### src/hdl/rdms_pkg.sv
// Package for the robot drive mode supervisor.
// Holds register indexes, mode, direction and status codes, reset values.
// No dependencies.
`timescale 1ns / 1ps

package rdms_pkg;

   localparam int CsrIndexWidth = 3;
   localparam int CsrDataWidth = 15;
   localparam int ReqDataWidth = 80;
   localparam int RspDataWidth = 40;

   localparam logic [CsrIndexWidth-1:0] CSR_OBSTACLE_THRESHOLD = 3'd0;
   localparam logic [CsrIndexWidth-1:0] CSR_DRIVE_COMMAND = 3'd1;
   localparam logic [CsrIndexWidth-1:0] CSR_ESCAPE_LIMIT = 3'd2;
   localparam logic [CsrIndexWidth-1:0] CSR_CAMERA_SPAN = 3'd3;
   localparam logic [CsrIndexWidth-1:0] CSR_CAMERA_THIRD = 3'd4;

   localparam logic [11:0] THRESHOLD_RESET = 12'd1000;
   localparam logic [13:0] DRIVE_RESET = 14'd1000;
   localparam logic [3:0] ESCAPE_RESET = 4'd10;
   localparam logic [14:0] SPAN_RESET = 15'd1024;
   localparam logic [13:0] THIRD_RESET = 14'd341;

   localparam logic [1:0] MODE_OBSTACLE = 2'd0;
   localparam logic [1:0] MODE_REMOTE = 2'd1;
   localparam logic [1:0] MODE_CAMERA = 2'd2;

   localparam logic [3:0] DIR_FWD = 4'd0;
   localparam logic [3:0] DIR_LEFT = 4'd1;
   localparam logic [3:0] DIR_BACK = 4'd2;
   localparam logic [3:0] DIR_RIGHT = 4'd3;
   localparam logic [3:0] DIR_STOP = 4'd4;
   localparam logic [3:0] DIR_FWD_LEFT = 4'd5;
   localparam logic [3:0] DIR_FWD_RIGHT = 4'd6;
   localparam logic [3:0] DIR_BACK_LEFT = 4'd7;
   localparam logic [3:0] DIR_BACK_RIGHT = 4'd8;
   localparam logic [3:0] DIR_COUNT = 4'd9;

   localparam logic [2:0] CODE_INITIAL = 3'd0;
   localparam logic [2:0] CODE_FORWARD = 3'd1;
   localparam logic [2:0] CODE_TURN_G = 3'd2;
   localparam logic [2:0] CODE_TURN_D = 3'd3;
   localparam logic [2:0] CODE_NOT_SENSOR = 3'd4;

   localparam logic [1:0] SPEED_RESET = 2'd1;
   localparam logic [3:0] COUNT_TOP = 4'd15;

endpackage

### src/hdl/robot_drive_mode_supervisor.sv
// Robot drive mode supervisor: merges remote messages into its mode state and
// issues wheel speed commands each control tick.
// Depends on rdms_pkg.
`timescale 1ns / 1ps

// Usage: each item on the req_ channel is one control tick. It may carry a
// remote message (req_tuser high) that updates mode, direction, speed level
// and the camera target; the IR readings are used in obstacle mode. Each item
// gives exactly one item on the rsp_ channel with both wheel speed commands,
// the direction code, the current mode and the speed level.
// rsp_tvalid rises in the cycle after acceptance. Throughput is one item per
// cycle unless the receiver stalls: the whole tick is computed in one pass
// and loaded into the result register, which also updates the state registers.
// When the receiver stalls, the result register holds its item and req_tready
// drops until it is taken; a new item is accepted in the cycle the old one
// leaves. The csr_ channel writes the five setup registers and is always ready.
// Reset restores the setup registers and state to their default values and
// empties the result register.
module robot_drive_mode_supervisor (
   input  logic clock,
   input  logic reset,
   input  logic req_tvalid,
   output logic req_tready,
   // tdata: msg_mode[7:0], msg_direction[15:8], msg_speed[23:16],
   // target_x[39:24], target_y[55:40], ir_left[67:56], ir_right[79:68]
   input  logic [rdms_pkg::ReqDataWidth-1:0] req_tdata,
   // tuser: has_message[0]
   input  logic req_tuser,
   output logic rsp_tvalid,
   input  logic rsp_tready,
   // tdata: left_speed[15:0], right_speed[31:16], dir_code[34:32],
   // mode_now[36:35], speed_now[38:37], zero[39]
   output logic [rdms_pkg::RspDataWidth-1:0] rsp_tdata,
   input  logic csr_valid,
   output logic csr_ready,
   input  logic [rdms_pkg::CsrIndexWidth-1:0] csr_index,
   input  logic [rdms_pkg::CsrDataWidth-1:0] csr_data
);
   import rdms_pkg::*;

   logic [11:0] threshold_ff;
   logic [13:0] drive_ff;
   logic [3:0] escape_ff;
   logic [14:0] span_ff;
   logic [13:0] third_ff;

   logic [1:0] mode_ff, mode_in;
   logic [3:0] direction_ff, direction_in;
   logic [1:0] speed_ff, speed_in;
   logic signed [15:0] tx_ff, tx_in;
   logic signed [15:0] ty_ff, ty_in;
   logic [3:0] count_ff, count_in;
   logic [2:0] code_ff, code_in;

   logic rsp_valid_ff;
   logic signed [15:0] left_ff, left_in;
   logic signed [15:0] right_ff, right_in;

   logic req_fire;
   logic signed [7:0] msg_mode, msg_direction, msg_speed;
   logic [11:0] ir_left, ir_right;
   logic signed [15:0] d_val, h_val, q_val;
   logic signed [15:0] rem_l, rem_r;
   logic signed [16:0] x_ext, y_ext, t_ext, s_ext, st_ext;
   logic [2:0] x_band, y_band;
   logic obstacle;

   assign req_tready = !rsp_valid_ff || rsp_tready;
   assign req_fire = req_tvalid && req_tready;
   assign csr_ready = 1'b1;

   assign msg_mode = req_tdata[7:0];
   assign msg_direction = req_tdata[15:8];
   assign msg_speed = req_tdata[23:16];
   assign ir_left = req_tdata[67:56];
   assign ir_right = req_tdata[79:68];

   assign d_val = $signed({2'b00, drive_ff});
   assign h_val = $signed({3'b000, drive_ff[13:1]});
   assign q_val = $signed({4'b0000, drive_ff[13:2]});

   always_comb begin
      mode_in = mode_ff;
      direction_in = direction_ff;
      speed_in = speed_ff;
      tx_in = tx_ff;
      ty_in = ty_ff;
      if (req_tuser) begin
         if (msg_mode[7:2] == 6'd0 && msg_mode[1:0] != 2'd3) begin
            mode_in = msg_mode[1:0];
         end
         if (msg_direction[7:4] == 4'd0 && msg_direction[3:0] < DIR_COUNT) begin
            direction_in = msg_direction[3:0];
         end
         if (msg_speed[7:2] == 6'd0 && msg_speed[1:0] != 2'd0) begin
            speed_in = msg_speed[1:0];
         end
         tx_in = $signed(req_tdata[39:24]);
         ty_in = $signed(req_tdata[55:40]);
      end
   end

   always_comb begin
      unique case (direction_in)
         DIR_FWD: begin
            rem_l = h_val;
            rem_r = h_val;
         end
         DIR_LEFT: begin
            rem_l = -h_val;
            rem_r = h_val;
         end
         DIR_BACK: begin
            rem_l = -h_val;
            rem_r = -h_val;
         end
         DIR_RIGHT: begin
            rem_l = h_val;
            rem_r = -h_val;
         end
         DIR_FWD_LEFT: begin
            rem_l = q_val;
            rem_r = h_val;
         end
         DIR_FWD_RIGHT: begin
            rem_l = h_val;
            rem_r = q_val;
         end
         DIR_BACK_LEFT: begin
            rem_l = -h_val;
            rem_r = -q_val;
         end
         DIR_BACK_RIGHT: begin
            rem_l = -q_val;
            rem_r = -h_val;
         end
         default: begin
            rem_l = '0;
            rem_r = '0;
         end
      endcase
   end

   // Band flags per axis: bit 0 low third, bit 1 middle, bit 2 high third.
   assign x_ext = {tx_in[15], tx_in};
   assign y_ext = {ty_in[15], ty_in};
   assign t_ext = $signed({3'b000, third_ff});
   assign s_ext = $signed({2'b00, span_ff});
   assign st_ext = s_ext - t_ext;

   always_comb begin
      x_band[0] = x_ext > 17'sd0 && x_ext < t_ext;
      x_band[1] = x_ext > t_ext && x_ext < st_ext;
      x_band[2] = x_ext > st_ext && x_ext < s_ext;
      y_band[0] = y_ext > 17'sd0 && y_ext < t_ext;
      y_band[1] = y_ext > t_ext && y_ext < st_ext;
      y_band[2] = y_ext > st_ext && y_ext < s_ext;
   end

   assign obstacle = ir_left > threshold_ff || ir_right > threshold_ff;

   always_comb begin
      left_in = '0;
      right_in = '0;
      count_in = count_ff;
      code_in = code_ff;
      if (mode_in == MODE_REMOTE) begin
         code_in = CODE_NOT_SENSOR;
         count_in = '0;
         left_in = 16'(rem_l * $signed({1'b0, speed_in}));
         right_in = 16'(rem_r * $signed({1'b0, speed_in}));
      end else if (mode_in == MODE_OBSTACLE) begin
         if (obstacle) begin
            priority if (count_ff > escape_ff) begin
               left_in = d_val;
               right_in = -h_val;
               code_in = CODE_TURN_G;
            end else if (ir_left > ir_right && ir_left > threshold_ff) begin
               left_in = h_val;
               right_in = -h_val;
               code_in = CODE_TURN_G;
               if (!count_ff[0] && count_ff != COUNT_TOP) begin
                  count_in = count_ff + 4'd1;
               end
            end else if (ir_left < ir_right && ir_right > threshold_ff) begin
               left_in = -h_val;
               right_in = h_val;
               code_in = CODE_TURN_D;
               if (count_ff[0] && count_ff != COUNT_TOP) begin
                  count_in = count_ff + 4'd1;
               end
            end else begin
               left_in = '0;
               right_in = '0;
            end
         end else begin
            left_in = d_val;
            right_in = d_val;
            code_in = CODE_FORWARD;
            count_in = '0;
         end
      end else begin
         code_in = CODE_NOT_SENSOR;
         count_in = '0;
         priority if (x_band[1] && y_band[0]) begin
            left_in = d_val;
            right_in = d_val;
         end else if (x_band[2] && y_band[0]) begin
            left_in = d_val;
            right_in = h_val;
         end else if (x_band[0] && y_band[0]) begin
            left_in = h_val;
            right_in = d_val;
         end else if (x_band[1] && y_band[1]) begin
            left_in = '0;
            right_in = '0;
         end else if (x_band[2] && y_band[1]) begin
            left_in = d_val;
            right_in = -d_val;
         end else if (x_band[0] && y_band[1]) begin
            left_in = -d_val;
            right_in = d_val;
         end else if (x_band[1] && y_band[2]) begin
            left_in = -d_val;
            right_in = -d_val;
         end else if (x_band[2] && y_band[2]) begin
            left_in = -h_val;
            right_in = -d_val;
         end else if (x_band[0] && y_band[2]) begin
            left_in = -d_val;
            right_in = -h_val;
         end else begin
            left_in = '0;
            right_in = '0;
         end
      end
   end

   always_ff @(posedge clock) begin
      if (reset) begin
         threshold_ff <= THRESHOLD_RESET;
         drive_ff <= DRIVE_RESET;
         escape_ff <= ESCAPE_RESET;
         span_ff <= SPAN_RESET;
         third_ff <= THIRD_RESET;
      end else if (csr_valid && csr_ready) begin
         unique case (csr_index)
            CSR_OBSTACLE_THRESHOLD: threshold_ff <= csr_data[11:0];
            CSR_DRIVE_COMMAND: drive_ff <= csr_data[13:0];
            CSR_ESCAPE_LIMIT: escape_ff <= csr_data[3:0];
            CSR_CAMERA_SPAN: span_ff <= csr_data[14:0];
            CSR_CAMERA_THIRD: third_ff <= csr_data[13:0];
            default: begin
            end
         endcase
      end
   end

   always_ff @(posedge clock) begin
      if (reset) begin
         mode_ff <= MODE_OBSTACLE;
         direction_ff <= DIR_STOP;
         speed_ff <= SPEED_RESET;
         tx_ff <= '0;
         ty_ff <= '0;
         count_ff <= '0;
         code_ff <= CODE_INITIAL;
         rsp_valid_ff <= 1'b0;
      end else begin
         if (req_fire) begin
            mode_ff <= mode_in;
            direction_ff <= direction_in;
            speed_ff <= speed_in;
            tx_ff <= tx_in;
            ty_ff <= ty_in;
            count_ff <= count_in;
            code_ff <= code_in;
            rsp_valid_ff <= 1'b1;
         end else if (rsp_tready) begin
            rsp_valid_ff <= 1'b0;
         end
      end
   end

   always_ff @(posedge clock) begin
      if (req_fire) begin
         left_ff <= left_in;
         right_ff <= right_in;
      end
   end

   assign rsp_tvalid = rsp_valid_ff;
   assign rsp_tdata = {1'b0, speed_ff, mode_ff, code_ff, right_ff, left_ff};

   a_fire_gives_result: assert property (@(posedge clock) disable iff (reset)
      req_fire |=> rsp_tvalid)
      else $error("Accepted item did not produce a result.");

   a_no_accept_on_stall: assert property (@(posedge clock) disable iff (reset)
      rsp_tvalid && !rsp_tready |-> !req_tready)
      else $error("Item accepted while result register was stalled.");

   a_speed_nonzero: assert property (@(posedge clock) disable iff (reset)
      speed_ff != 2'd0 && mode_ff != 2'd3)
      else $error("Speed level or mode holds an invalid value.");

   a_count_step: assert property (@(posedge clock) disable iff (reset)
      !$past(reset) |-> (count_ff == $past(count_ff) || count_ff == 4'd0 ||
                         count_ff == $past(count_ff) + 4'd1))
      else $error("Oscillation count moved by more than one.");

   a_code_outside_obstacle: assert property (@(posedge clock) disable iff (reset)
      rsp_tvalid && mode_ff != MODE_OBSTACLE |-> code_ff == CODE_NOT_SENSOR &&
      count_ff == 4'd0)
      else $error("Direction code or count wrong outside obstacle mode.");

endmodule

### config.mk
export PLATFORM = sky130hd
export DESIGN_NAME = robot_drive_mode_supervisor
export DESIGN_NICKNAME = d
export VERILOG_FILES = /design/src/hdl/rdms_pkg.sv /design/src/hdl/robot_drive_mode_supervisor.sv
export SDC_FILE = /design/constraint.sdc
export NUM_CORES = 1
export LEC_CHECK = 0
export BUFFER_PORTS_ARGS = -buffer_cell sky130_fd_sc_hd__buf_2
export CAP_MARGIN = 10
export CELL_PAD_IN_SITES_DETAIL_PLACEMENT = 1
export CELL_PAD_IN_SITES_GLOBAL_PLACEMENT = 1
export CORE_MARGIN = 2
export CORE_UTILIZATION = 30
export DETAILED_ROUTE_END_ITERATION = 16
export PLACE_DENSITY_LB_ADDON = 0.1
export SLEW_MARGIN = 20
export SYNTH_ARGS = -nofsm -noshare
export SYNTH_HDL_FRONTEND = slang
export SYNTH_SLANG_ARGS = --single-unit
### constraint.sdc
create_clock -name clock -period 7.8 [get_ports clock]
set_clock_uncertainty 0.15 [all_clocks]
set_input_delay 0.39 -clock clock [delete_from_list [all_inputs] [get_ports clock]]
set_output_delay 0.39 -clock clock [all_outputs]
set_load 0.02 [all_outputs]
* After elaboration in Yosys (flattened, before gate mapping) *
Cells that the tools add are included.

cells by class
  add/subtract/negate cells = 5
  multiply operators = 2
  $lt $le $gt $ge = 18
  eq/ne operators = 19
  multiplexer cells = 56
  reduce and logical (&&, ||, !) cells = 46

operator list
  kind                   count
  $mux W16               31
  $pmux W16 S4           2
  $lt A16 B16 Y1         4
  $mux W4                10
  $gt A12 B12 Y1         3
  $gt A16 B1 Y1 const B  2
  $gt A16 B15 Y1         2
  $gt A16 B16 Y1         2
  $lt A16 B15 Y1         2
  $mul A16 B3 Y16        2
  $logic_and A1 B1 Y1    23
  $mux W3                6
  $neg A12 Y16           1
  $neg A13 Y16           1
  $neg A14 Y16           1
  $sub A15 B14 Y16       1
  $mux W13               1
  $eq A4 B3 Y1 const B   3
  $logic_not A6 Y1       2
  $lt A12 B12 Y1         1
  $reduce_and A2 Y1      6
  $reduce_or A3 Y1       4
  $ne A5 B3 Y1 const B   2
  $eq A4 B2 Y1 const B   2
  22 further kinds       32

word-level totals
  register bits = 139
  output and inout bits = 43
  logic and storage cells = 161

* Longest topological paths before layout *
Gate-level depths: netlist (run 1).

  word-level depth = 15
  mapped depth = 29

* Worst setup path before layout (run 1) *
OpenSTA, ideal clock, no wires.

  path type = input -> register
  start point = input port req_tuser
  end point = register left_ff[14], data pin
  setup time = 0.272 ns
  data arrival time = 5.317 ns
  required time = 7.378 ns
  slack = 2.061 ns
  stages = 28
  path through = buf_4 -> buf_6 -> buf_6 -> buf_4 -> nand2_1 -> o32ai_2 -> xnor2_1 -> a21oi_1 -> nor2_1 -> clkbuf_1 -> a21oi_1 -> o21a_1 -> nor2_1 -> ha_1 -> ha_1 -> fa_1 -> a21o_1 -> a21oi_1 -> o21bai_1 -> a21oi_1 -> o21bai_1 -> a21oi_1 -> o21ai_0 -> a21o_1 -> a21oi_1 -> xnor2_1 -> nand2_1 -> o211ai_1

on the way
  longest elaborated chain between the ends = 15
  elaborated cells on any way between the ends = 57

ends and longest elaborated chain
  item                                                                      line                                source
  start, declared                                                           robot_drive_mode_supervisor.sv:28   input logic req_tuser,
  parallel branches: the longest is 14 deep, another holds $mul A16 B3 Y16  -
  $mux W16 *                                                                robot_drive_mode_supervisor.sv:167  if (mode_in == MODE_REMOTE) begin
  named net left_in[14]                                                     robot_drive_mode_supervisor.sv:56   logic signed [15:0] left_ff, left_in;
  end signal, assigned                                                      robot_drive_mode_supervisor.sv:287  left_ff <= left_in;
  end, declared                                                             robot_drive_mode_supervisor.sv:56

Mark *: on every way through the listed nets, which the timed path passes.
A chain may end at the register's enable or synchronous reset.

* Final worst setup path (run 1) *
  start point = register third_ff[4]
  end point = register left_ff[8], data pin

on the way
  longest elaborated chain between the ends = 15
  elaborated cells on any way between the ends = 35

ends and longest elaborated chain
  item                    line                                source
  start, declared         robot_drive_mode_supervisor.sv:45   logic [13:0] third_ff;
  start signal, assigned  robot_drive_mode_supervisor.sv:252  CSR_CAMERA_THIRD: third_ff <= csr_data[13:0];
  $sub A15 B14 Y16        robot_drive_mode_supervisor.sv:149  assign st_ext = s_ext - t_ext;
  $gt A16 B16 Y1          robot_drive_mode_supervisor.sv:157  y_band[2] = y_ext > st_ext && y_ext < s_ext;
  $logic_and A1 B1 Y1     robot_drive_mode_supervisor.sv:157
  $logic_and A1 B1 Y1     robot_drive_mode_supervisor.sv:229  end else if (x_band[0] && y_band[2]) begin
  $mux W16                robot_drive_mode_supervisor.sv:229
  $mux W16                robot_drive_mode_supervisor.sv:226  end else if (x_band[2] && y_band[2]) begin
  $mux W16                robot_drive_mode_supervisor.sv:223  end else if (x_band[1] && y_band[2]) begin
  $mux W16                robot_drive_mode_supervisor.sv:220  end else if (x_band[0] && y_band[1]) begin
  $mux W16                robot_drive_mode_supervisor.sv:217  end else if (x_band[2] && y_band[1]) begin
  $mux W16                robot_drive_mode_supervisor.sv:214  end else if (x_band[1] && y_band[1]) begin
  $mux W16                robot_drive_mode_supervisor.sv:211  end else if (x_band[0] && y_band[0]) begin
  $mux W16                robot_drive_mode_supervisor.sv:208  end else if (x_band[2] && y_band[0]) begin
  $mux W16 *              robot_drive_mode_supervisor.sv:205  priority if (x_band[1] && y_band[0]) begin
  $mux W16 *              robot_drive_mode_supervisor.sv:172  end else if (mode_in == MODE_OBSTACLE) begin
  $mux W16 *              robot_drive_mode_supervisor.sv:167
  named net left_in[8]    robot_drive_mode_supervisor.sv:56

The timed path passes the listed nets; every way through them passes the cells marked *.

==> impl_metrics.toml, run 1 <==
[clocking]
cts_tree = "yes"
clockRootBuffer = "clkbuf_16"
cts_max_level = 4
cts.clk_slew.worst_paths_ns = 0.08
cts.sinks = 139
post-cts-setup-buffer-count = 0
clk_path_buf_depth = 2
cts_made_buffers = 17
cts_resized = 0
clk_latency_ns = 0.50

[grt]
first_global_vias = 16455
grt_util_all_layers_pct = 27.3
grt_max_degree = 86
grt_overflow = 0
grt_pass1_wl_microns = 107000
antenna_found_initial = 1

[synthesis]
netlist_instances = 2005
syn-mean-instance-area_sq_um = 7.53
yosys-top-cells-area = "ha_1 16%, dfxtp_1 14%, edfxtp_1 6.4%"
yosysTopAreaCell = "ha_1"
netlist.area_leader.share_pct = 16.3
synthesis.area_sq_um = 15100
ys_ff_latch = 139
yosysWarnings = 0
ys_types = 91
ys_async_sr_fraction_pct = 0
synth.top_cells.by_count = "247 x nand2_1, 214 x nor2_1, 196 x ha_1"
synthMostInstantiatedCell = "nand2_1"
synth-main-ff-cell = "dfxtp_1"
seq_area_frac_synth_pct = 20.6
syn_nets = 2308
synth_edf_count = 32

[sta]
min_period_over_period_pct = 82.8
fmax_mhz = 155
worst_pin_slew_ns = 1.09
maxSlewViolCount = 0
max_slew_margin_pct = 27.2
tns_ns = 0
setup_viol = 0
finalHoldViolCount = 0
rsz0062_at_grt = "false"
min_period_ns = 6.46

[hold_path]
hold_class = "in -> reg"

[cells_and_area]
nets = 2399
drive_above_1_share_pct = 13.1
syn2layout_area_growth_pct = 13.7
fillers = 6171
finish.utilization_pct = 34.4

[floorplanning]
die_w_microns = 228
io_pins = 147
core_sq_um = 49900
die_area_sq_um = 52100
die_h_microns = 228
initial_core_util_pct = 30.3
num_rows = 82

[critical_path]
crit_type = "reg -> reg"
r2r_slack_ns = 1.34
crit_path_start_kind = "flop"
cp_data_arrival_time_ns = 6.55
reg2reg_depth = 23
worstPathRequired_ns = 7.89
crit-reg2reg-launch = "third_ff[4]"
end_kind = "flop"
cp_max_fo = 18
startpoint = "third_ff[4]"
r2r-end = "left_ff[8]"
critPathCapture = "left_ff[8]"

[pwr]
vdd_drop_max_v = 0.000133
power_density_nw_per_um2 = 158
leakagePower_uw = 0.00731

[routing]
drtIter0Drc = 1257
postRouteAntennaNets = 0
route.vias.total = 16295
routed_via_density = 5.86
wl_microns = 71600
drt-pass1-iter-count = 5
routedWlPerCell_microns = 25.8
drcViolationCount = 0

[place]
io_buffer_count = 144
dp_hpwl_microns = 56200
gp_congestion = 0.947

[outcome]
status = "finished clean"

[flow_run]
drv_cap = 0
==> worst min-delay path by stage <==
stage          slack, ns            start               to  cells past startpoint
5_1_grt             0.04     csr_data[12]     third_ff[12]                      3
3_3_place_gp        0.29      third_ff[3]      third_ff[3]                      2
6_report            0.05     csr_data[12]     drive_ff[12]                      3
4_1_cts             0.01     csr_data[12]     third_ff[12]                      3
3_5_place_dp        0.30      third_ff[5]      third_ff[5]                      2
2_1_floorplan       0.29  direction_ff[3]  direction_ff[3]                      2
==> critical path: stages (launching register included) <==
cell and delay [ns]:
dfxtp_1 0.33, inv_1 0.09, ha_1 0.39, a21o_1 0.23, a31oi_1 0.21, a21boi_0 0.19, a221o_1 0.33, a21oi_1 0.31
o21bai_1 0.11, a21oi_1 0.24, xnor2_1 0.19, ha_1 0.28, a21o_1 0.16, a21o_1 0.18, a21o_1 0.19, or3_1 0.36
a31o_1 0.29, o211a_4 0.34, a21oi_1 0.18, nor2_1 0.06, buf_4 0.20, nor2_1 0.58, a21oi_1 0.15, o32ai_1 0.46
==> sequential cells by signal, indices dropped and copies added, names as in the netlist <==
register	cells
drive_ff	14
threshold_ff	12
rsp_tvalid	1
count_ff	4
code_ff	3
escape_ff	4
right_ff	16
left_ff	16
speed_ff	2
span_ff	15
mode_ff	2
direction_ff	4
ty_ff	16
third_ff	14
tx_ff	16
==> stage by stage <==
stage	setup WS [ns]	cell area (sq um)	std cells	total power (uW)	hold WS (ns)
after floorplan	2.06	15100	2005	1490	0.286
after global placement	1.16	16500	2746	1830	0.294
after detailed placement	0.986	16500	2746	1840	0.302
after CTS	1.47	17100	2779	2720	0.0126
after global routing	0.763	17200	2780	2850	0.0432
final	1.34	17200	2780	2720	0.0498
==> placed cells by master, fill, tap and decap left out, types with 18 or more instances in the layout <==
cell type | Yosys | routed
nand2_1 | 247 | 247
nor2_1 | 214 | 211
ha_1 | 196 | 196
a21oi_1 | 178 | 178
buf_2 | 6 | 143
inv_1 | 107 | 107
dfxtp_1 | 107 | 107
o21ai_0 | 86 | 86
buf_4 | 5 | 52
xnor2_1 | 48 | 48
a21o_1 | 41 | 41
nand3_1 | 38 | 38
nor2b_1 | 38 | 37
nor3_1 | 35 | 34
a211oi_1 | 32 | 32
edfxtp_1 | 32 | 32
a221oi_1 | 30 | 30
o211ai_1 | 28 | 28
mux2i_1 | 25 | 25
nand4_1 | 25 | 25
o21a_1 | 21 | 21
a22oi_1 | 19 | 19
clkbuf_16 | 0 | 19
a31oi_1 | 19 | 18
o22ai_1 | 19 | 18
==> what timing repair did <==
| action | in CTS | in global routing |
|---|---|---|
| setup endpoints to repair | 0 | 0 |
| hold buffers | 3 | 0 |
| hold endpoints to repair | 3 | 0 |
==> power by group <==
group | internal [uW] | total (uW) | switching (uW)
Combinational | 363 | 1040 | 679
Clock | 492 | 864 | 373
Sequential | 786 | 810 | 23.8
==> area by class of cell <==
cell class | instances | area [sq um] | share of cell area [%]
flip-flops and latches | 139 | 3100 | 18.1
repair buffers | 198 | 1140 | 6.62
inverters | 112 | 422 | 2.46
multi-input cells | 1628 | 11100 | 64.5
clock inverters | 7 | 73.8 | 0.430
well taps | 672 | 841 | 4.90
clock buffers | 23 | 510 | 2.98
diodes | 1 | 2.50 | 0.0146
==> cells by family after synthesis <==
kind of cell,after synthesis,synth area share (%)
compound gates,626,28.4
buf+inv,238,6.39
xor+xnor,64,3.99
flops,139,20.6
simple gates,697,21.2
fa+ha+maj,199,16.7
mux,40,2.78
other cells,2,0.0498
==> metal layers <==
metal	vias up	GRT usage [%]	part of all wire, %
met5	-	0	0
met4	0	11.5	4.2
met3	146	4.20	5.2
met2	551	45.6	47
met1	8053	34.9	44
li1	7545	-	-
Power figures use the tool's default switching activity.
==> run 2, diff against run 1 <==
clock period = 6 ns   (was 7.8 ns; I/O delays follow)
==> run 2 against run 1 <==
Critical path type unchanged; register-to-register slack got worse by 1.1 ns; worst setup slack worse by 1.1 ns; non-clock buffer count is 83 higher; critical path depth down 2; design area up 4.6%; sequential share of layout area is 0.79 points lower; clock-buffer cell count shrank 5; worst hold slack improved by 0.031 ns; via count grew 0.60%.
==> impl_metrics.toml, run 2 (same netlist as run 1, synthesis figures left out) <==
[hold_path]
hold_class = "in -> reg"

[sta]
worst_pin_slew_ns = 1.15
min_period_ns = 5.78
fmax_mhz = 173
maxSlewViolCount = 0
min_period_over_period_pct = 96.3
setup_viol = 0
hold-worst-slack_ns = 0.0806
max_slew_margin_pct = 22.7
finalHoldViolCount = 0

[critical_path]
cpPeakStageDelay_ns = 0.52
end_kind = "flop"
cp_data_arrival_time_ns = 5.87
crit_path_start_kind = "flop"
crit_type = "reg -> reg"
cpMostUsedCell = "a21o_1"
crit_family = "compound AO/OA/AOI/OAI gates"
cp_max_fo = 12
cp_cell_sequence = "inv_1 -> ha_1 -> and3_1 -> and2_4 -> a221o_1 -> a21oi_2 -> o21bai_1 -> a21oi_2 -> xnor2_1 -> ha_1 -> a21o_1 -> a21o_1 -> a21o_1 -> or3_1 -> a31o_4 -> o211a_4 -> a41o_4 -> and2_4 -> a221oi_4 -> nor3_1 -> or4_1"
slowest_stage = "or4_1"
crit_buf_inv = 1
worstPathRequired_ns = 6.09

[routing]
wl_microns = 72700
drcViolationCount = 0
postRouteAntennaNets = 0
drt-pass1-iter-count = 5
route.vias.total = 16392
routed_via_density = 5.72
drtIter0Drc = 1279
routedWlPerCell_microns = 25.4

[flow_run]
drv_cap = 0

[cells_and_area]
layout_common_cells = "247 x nand2_1, 211 x nor2_1, 195 x ha_1, 173 x a21oi_1, 143 x buf_2"
nets = 2482
drive_above_1_share_pct = 16.5
antenna_cells = 0
design_area_sq_um = 17900
syn2layout_area_growth_pct = 18.9
final_common_cell = "nand2_1"

[floorplanning]
die_w_microns = 228
die_h_microns = 228
num_rows = 82
initial_core_util_pct = 30.3
io_pins = 147
die_area_sq_um = 52100
core_sq_um = 49900

[pwr]
power_density_nw_per_um2 = 204
vdd_drop_max_v = 0.000166
power.total_uw = 3670
leakagePower_uw = 0.00773

[grt]
grt_pass1_wl_microns = 109000
grt_max_degree = 64
first_global_vias = 16807
grt_util_all_layers_pct = 27.7
antenna_found_initial = 1
grt_overflow = 0

[clocking]
cts.clk_slew.worst_paths_ns = 0.08
cts_max_level = 4
cts_made_buffers = 17
clockRootBuffer = "clkbuf_16"
clk_latency_ns = 0.50
cts_tree = "yes"
cts.sinks = 139
clk_path_buf_depth = 2

[place]
dp_hpwl_microns = 57900
io_buffer_count = 144
gp_congestion = 0.958
dpl_cell_area_sq_um = 17000

[outcome]
status = "finished clean"
run 2: cell types whose count changed in the layout (fill, tap and decap cells not counted), moves of 4 or more:
cell / change
a21oi_2: +4
a21oi_1: -5
buf_4: +69
dlygate4sd3_1: +14
run 2: final timing paths:
path | from | endpoint | slack (ns) | depth (start not counted)
min | req_tdata[40] | ty_ff[0] | 0.08 | 3
min reg2reg | threshold_ff[4] | threshold_ff[4] | 0.31 | 2
max | third_ff[7] | right_ff[4] | 0.22 | 21
max reg2reg | third_ff[7] | right_ff[4] | 0.22 | 21
run 2: metal layers:
metal  track usage, %  up-vias  part of all wire (%)
li1                 -     7703                     -
met1             34.9     8127                    44
met2             47.9      437                    49
met3             3.90      125                   4.1
met4             10.0        0                   3.5
met5                0        -                     0
run 2: report_power, final:
part           internal [uW]  total [uW]  switching [uW]
logic                    526        1420             891
clock network            663        1200             533
registers               1020        1060            34.4
total                   2210        3670            1460
run 2: timing repair:
item / 4_1_cts / 5_1_grt
setup buffers: 0 / 1
cloned: 0 / 0
pin swaps: 0 / 4
resized for setup: 3 / 23
hold buffers: 17 / 0
setup endpoints to repair: 2 / 32
endpoints found under the hold margin: 46 / 0
run 2: metrics by stage:
stage	std cells	worst slack, ns	TNS [ns]	utilization, %
after global placement	2814	-0.144	-0.144	34.2
after global routing	2864	-0.0479	-0.0592	36.0
after floorplan	2005	0.351	0	-
after detailed placement	2814	-0.201	-0.254	34.2
final	2864	0.222	0	36.0
after CTS	2863	0.0165	0	35.7
run 2: final cells by class:
| cell class | instances | area (sq um) |
|---|---|---|
| Fill cell | 6126 | 31900 |
| Sequential cell | 139 | 3100 |
| Multi-Input combinational cell | 1628 | 11200 |
| Inverter | 112 | 422 |
| Timing Repair Buffer | 281 | 1790 |
| Clock inverter | 14 | 183 |
| Clock buffer | 18 | 429 |
| Tap cell | 672 | 841 |
run 2: worst reg2reg max path, stage by stage, from the launching register on:
cell and delay (ns):
dfxtp_1 0.34, inv_1 0.13, ha_1 0.38, and3_1 0.26, and2_4 0.18, a221o_1 0.33, a21oi_2 0.19, o21bai_1 0.10
a21oi_2 0.18, xnor2_1 0.17, ha_1 0.29, a21o_1 0.16, a21o_1 0.19, a21o_1 0.18, or3_1 0.38, a31o_4 0.26
o211a_4 0.27, a41o_4 0.28, and2_4 0.24, a221oi_4 0.27, nor3_1 0.07, or4_1 0.52
==> run 3, diff against run 2 <==
CORE_MARGIN = 4   (was 2)
==> run 3 against run 2 <==
Global-route usage down 1.3 points; design area grew 0.13%; clock-buffer cell count unchanged; flip-flop and latch count unchanged; die area rose by 3.5%; first-iteration DRC count shrank 5.1%; worst hold slack got worse by 0.036 ns; core utilization up 0.41 points; non-clock buffer count up 3; clock power about the same; maximum frequency decreased by 0.45%; combinational power is essentially flat; critical path type unchanged; largest cell class unchanged.
==> impl_metrics.toml, run 3 (same netlist as run 1, synthesis figures left out) <==
[sta]
setup_viol = 0
max_slew_margin_pct = 26.6
finalHoldViolCount = 0
maxSlewViolCount = 0
min_period_ns = 5.80
worst_pin_slew_ns = 1.10
fmax_mhz = 172
tns_ns = 0
min_period_over_period_pct = 96.7
hold-worst-slack_ns = 0.0448

[routing]
postRouteAntennaNets = 0
routed_via_density = 5.75
routedWlPerCell_microns = 25.3
route.vias.total = 16429
drcViolationCount = 0
wl_microns = 72200
drtIter0Drc = 1214
drt-pass1-iter-count = 7

[pwr]
vdd_drop_max_v = 0.000129
power_density_nw_per_um2 = 204
power.total_uw = 3660
leakagePower_uw = 0.00777

[grt]
first_global_vias = 16740
grt_overflow = 0
grt_util_all_layers_pct = 26.4
antenna_found_initial = 1
grt_pass1_wl_microns = 107000
grt_max_degree = 76

[cells_and_area]
fillers = 6110
final_common_cell = "nand2_1"
antenna_cells = 0
drive_above_1_share_pct = 16.7
multi_input_area_sq_um = 11100
layout_common_cells = "247 x nand2_1, 212 x nor2_1, 195 x ha_1, 174 x a21oi_1, 143 x buf_2"
nets = 2485
seq_area_sq_um = 3100
syn2layout_area_growth_pct = 19.0

[clocking]
cts_max_level = 4
cts_tree = "yes"
clockRootBuffer = "clkbuf_16"
clk_path_buf_depth = 2
cts.sinks = 139
clk_latency_ns = 0.48
cts.clk_slew.worst_paths_ns = 0.07
cts_made_buffers = 17

[floorplanning]
io_pins = 147
die_area_sq_um = 53900
die_w_microns = 232
die_h_microns = 232
initial_core_util_pct = 30.6
core_sq_um = 49400
num_rows = 81

[critical_path]
cp_cell_sequence = "inv_1 -> ha_2 -> and3_1 -> and2_4 -> a221o_1 -> a21oi_2 -> o21bai_1 -> a21oi_2 -> xnor2_1 -> ha_1 -> a21o_1 -> a21o_1 -> a21o_1 -> or3_1 -> a31o_4 -> o211a_4 -> a41o_4 -> and2_4 -> a221oi_2 -> nor3_1 -> or4_1"
end_kind = "flop"
cp_data_arrival_time_ns = 5.87
cp_max_fo = 7
cpPeakStageDelay_ns = 0.51
worstPathRequired_ns = 6.07
crit_type = "reg -> reg"
crit_path_start_kind = "flop"
path_depth = 21
crit_family = "compound AO/OA/AOI/OAI gates"
reg2reg_depth = 21
slowest_stage = "or4_1"
cpMostUsedCell = "a21o_1"
crit_buf_inv = 1

[hold_path]
min_path_cells = 2
hold_class = "in -> reg"

[place]
dp_hpwl_microns = 57400
gp_congestion = 0.973
io_buffer_count = 144

[outcome]
status = "finished clean"

[flow_run]
drv_cap = 0
[run 3: worst paths after layout]
path,slack (ns),start,to
worst max-delay path,0.20,third_ff[7],right_ff[4]
worst max register to register,0.20,third_ff[7],right_ff[4]
worst min register to register,0.31,threshold_ff[11],threshold_ff[11]
worst min-delay path,0.04,reset,mode_ff[1]
[run 3: per-stage QoR]
stage	instance area [sq um]	std cells	setup slack (ns)	utilization (%)
after floorplan	15100	2005	0.351	-
after global routing	18000	2859	-0.0453	36.4
final	18000	2859	0.196	36.4
after CTS	17800	2852	0.0288	36.1
after detailed placement	17000	2803	-0.0473	34.5
after global placement	17000	2803	0.0418	34.5
[run 3: area by class of cell]
class | instances | area share [%]
Inverter | 112 | 2.35
Timing Repair Buffer | 284 | 10.3
Multi-Input combinational cell | 1628 | 62.0
Sequential cell | 139 | 17.3
Clock inverter | 14 | 1.00
Clock buffer | 18 | 2.44
Tap cell | 664 | 4.63
[run 3: power breakdown]
group	total [uW]	leakage, uW	switching [uW]	internal (uW)
registers	1050	0.00119	32.7	1020
logic	1440	0.00627	889	548
clock network	1170	0.000304	529	640
total	3660	0.00777	1450	2210
[run 3: what timing repair did]
| item | CTS | global route |
|---|---|---|
| pin swaps | 0 | 8 |
| resized for setup | 1 | 24 |
| endpoints found under the setup margin | 1 | 31 |
| buffers inserted | 0 | 7 |
| gates cloned | 0 | 0 |
| endpoints found under the hold margin | 48 | 0 |
| hold buffers | 17 | 0 |
[run 3: metal layers]
metal	share of wire (%)	global-route usage, %	vias to the layer above
li1	-	-	7731
met1	44	34.2	8063
met2	47	44.0	495
met3	4.4	3.43	138
met4	4.4	11.5	2
met5	0.018	0	-
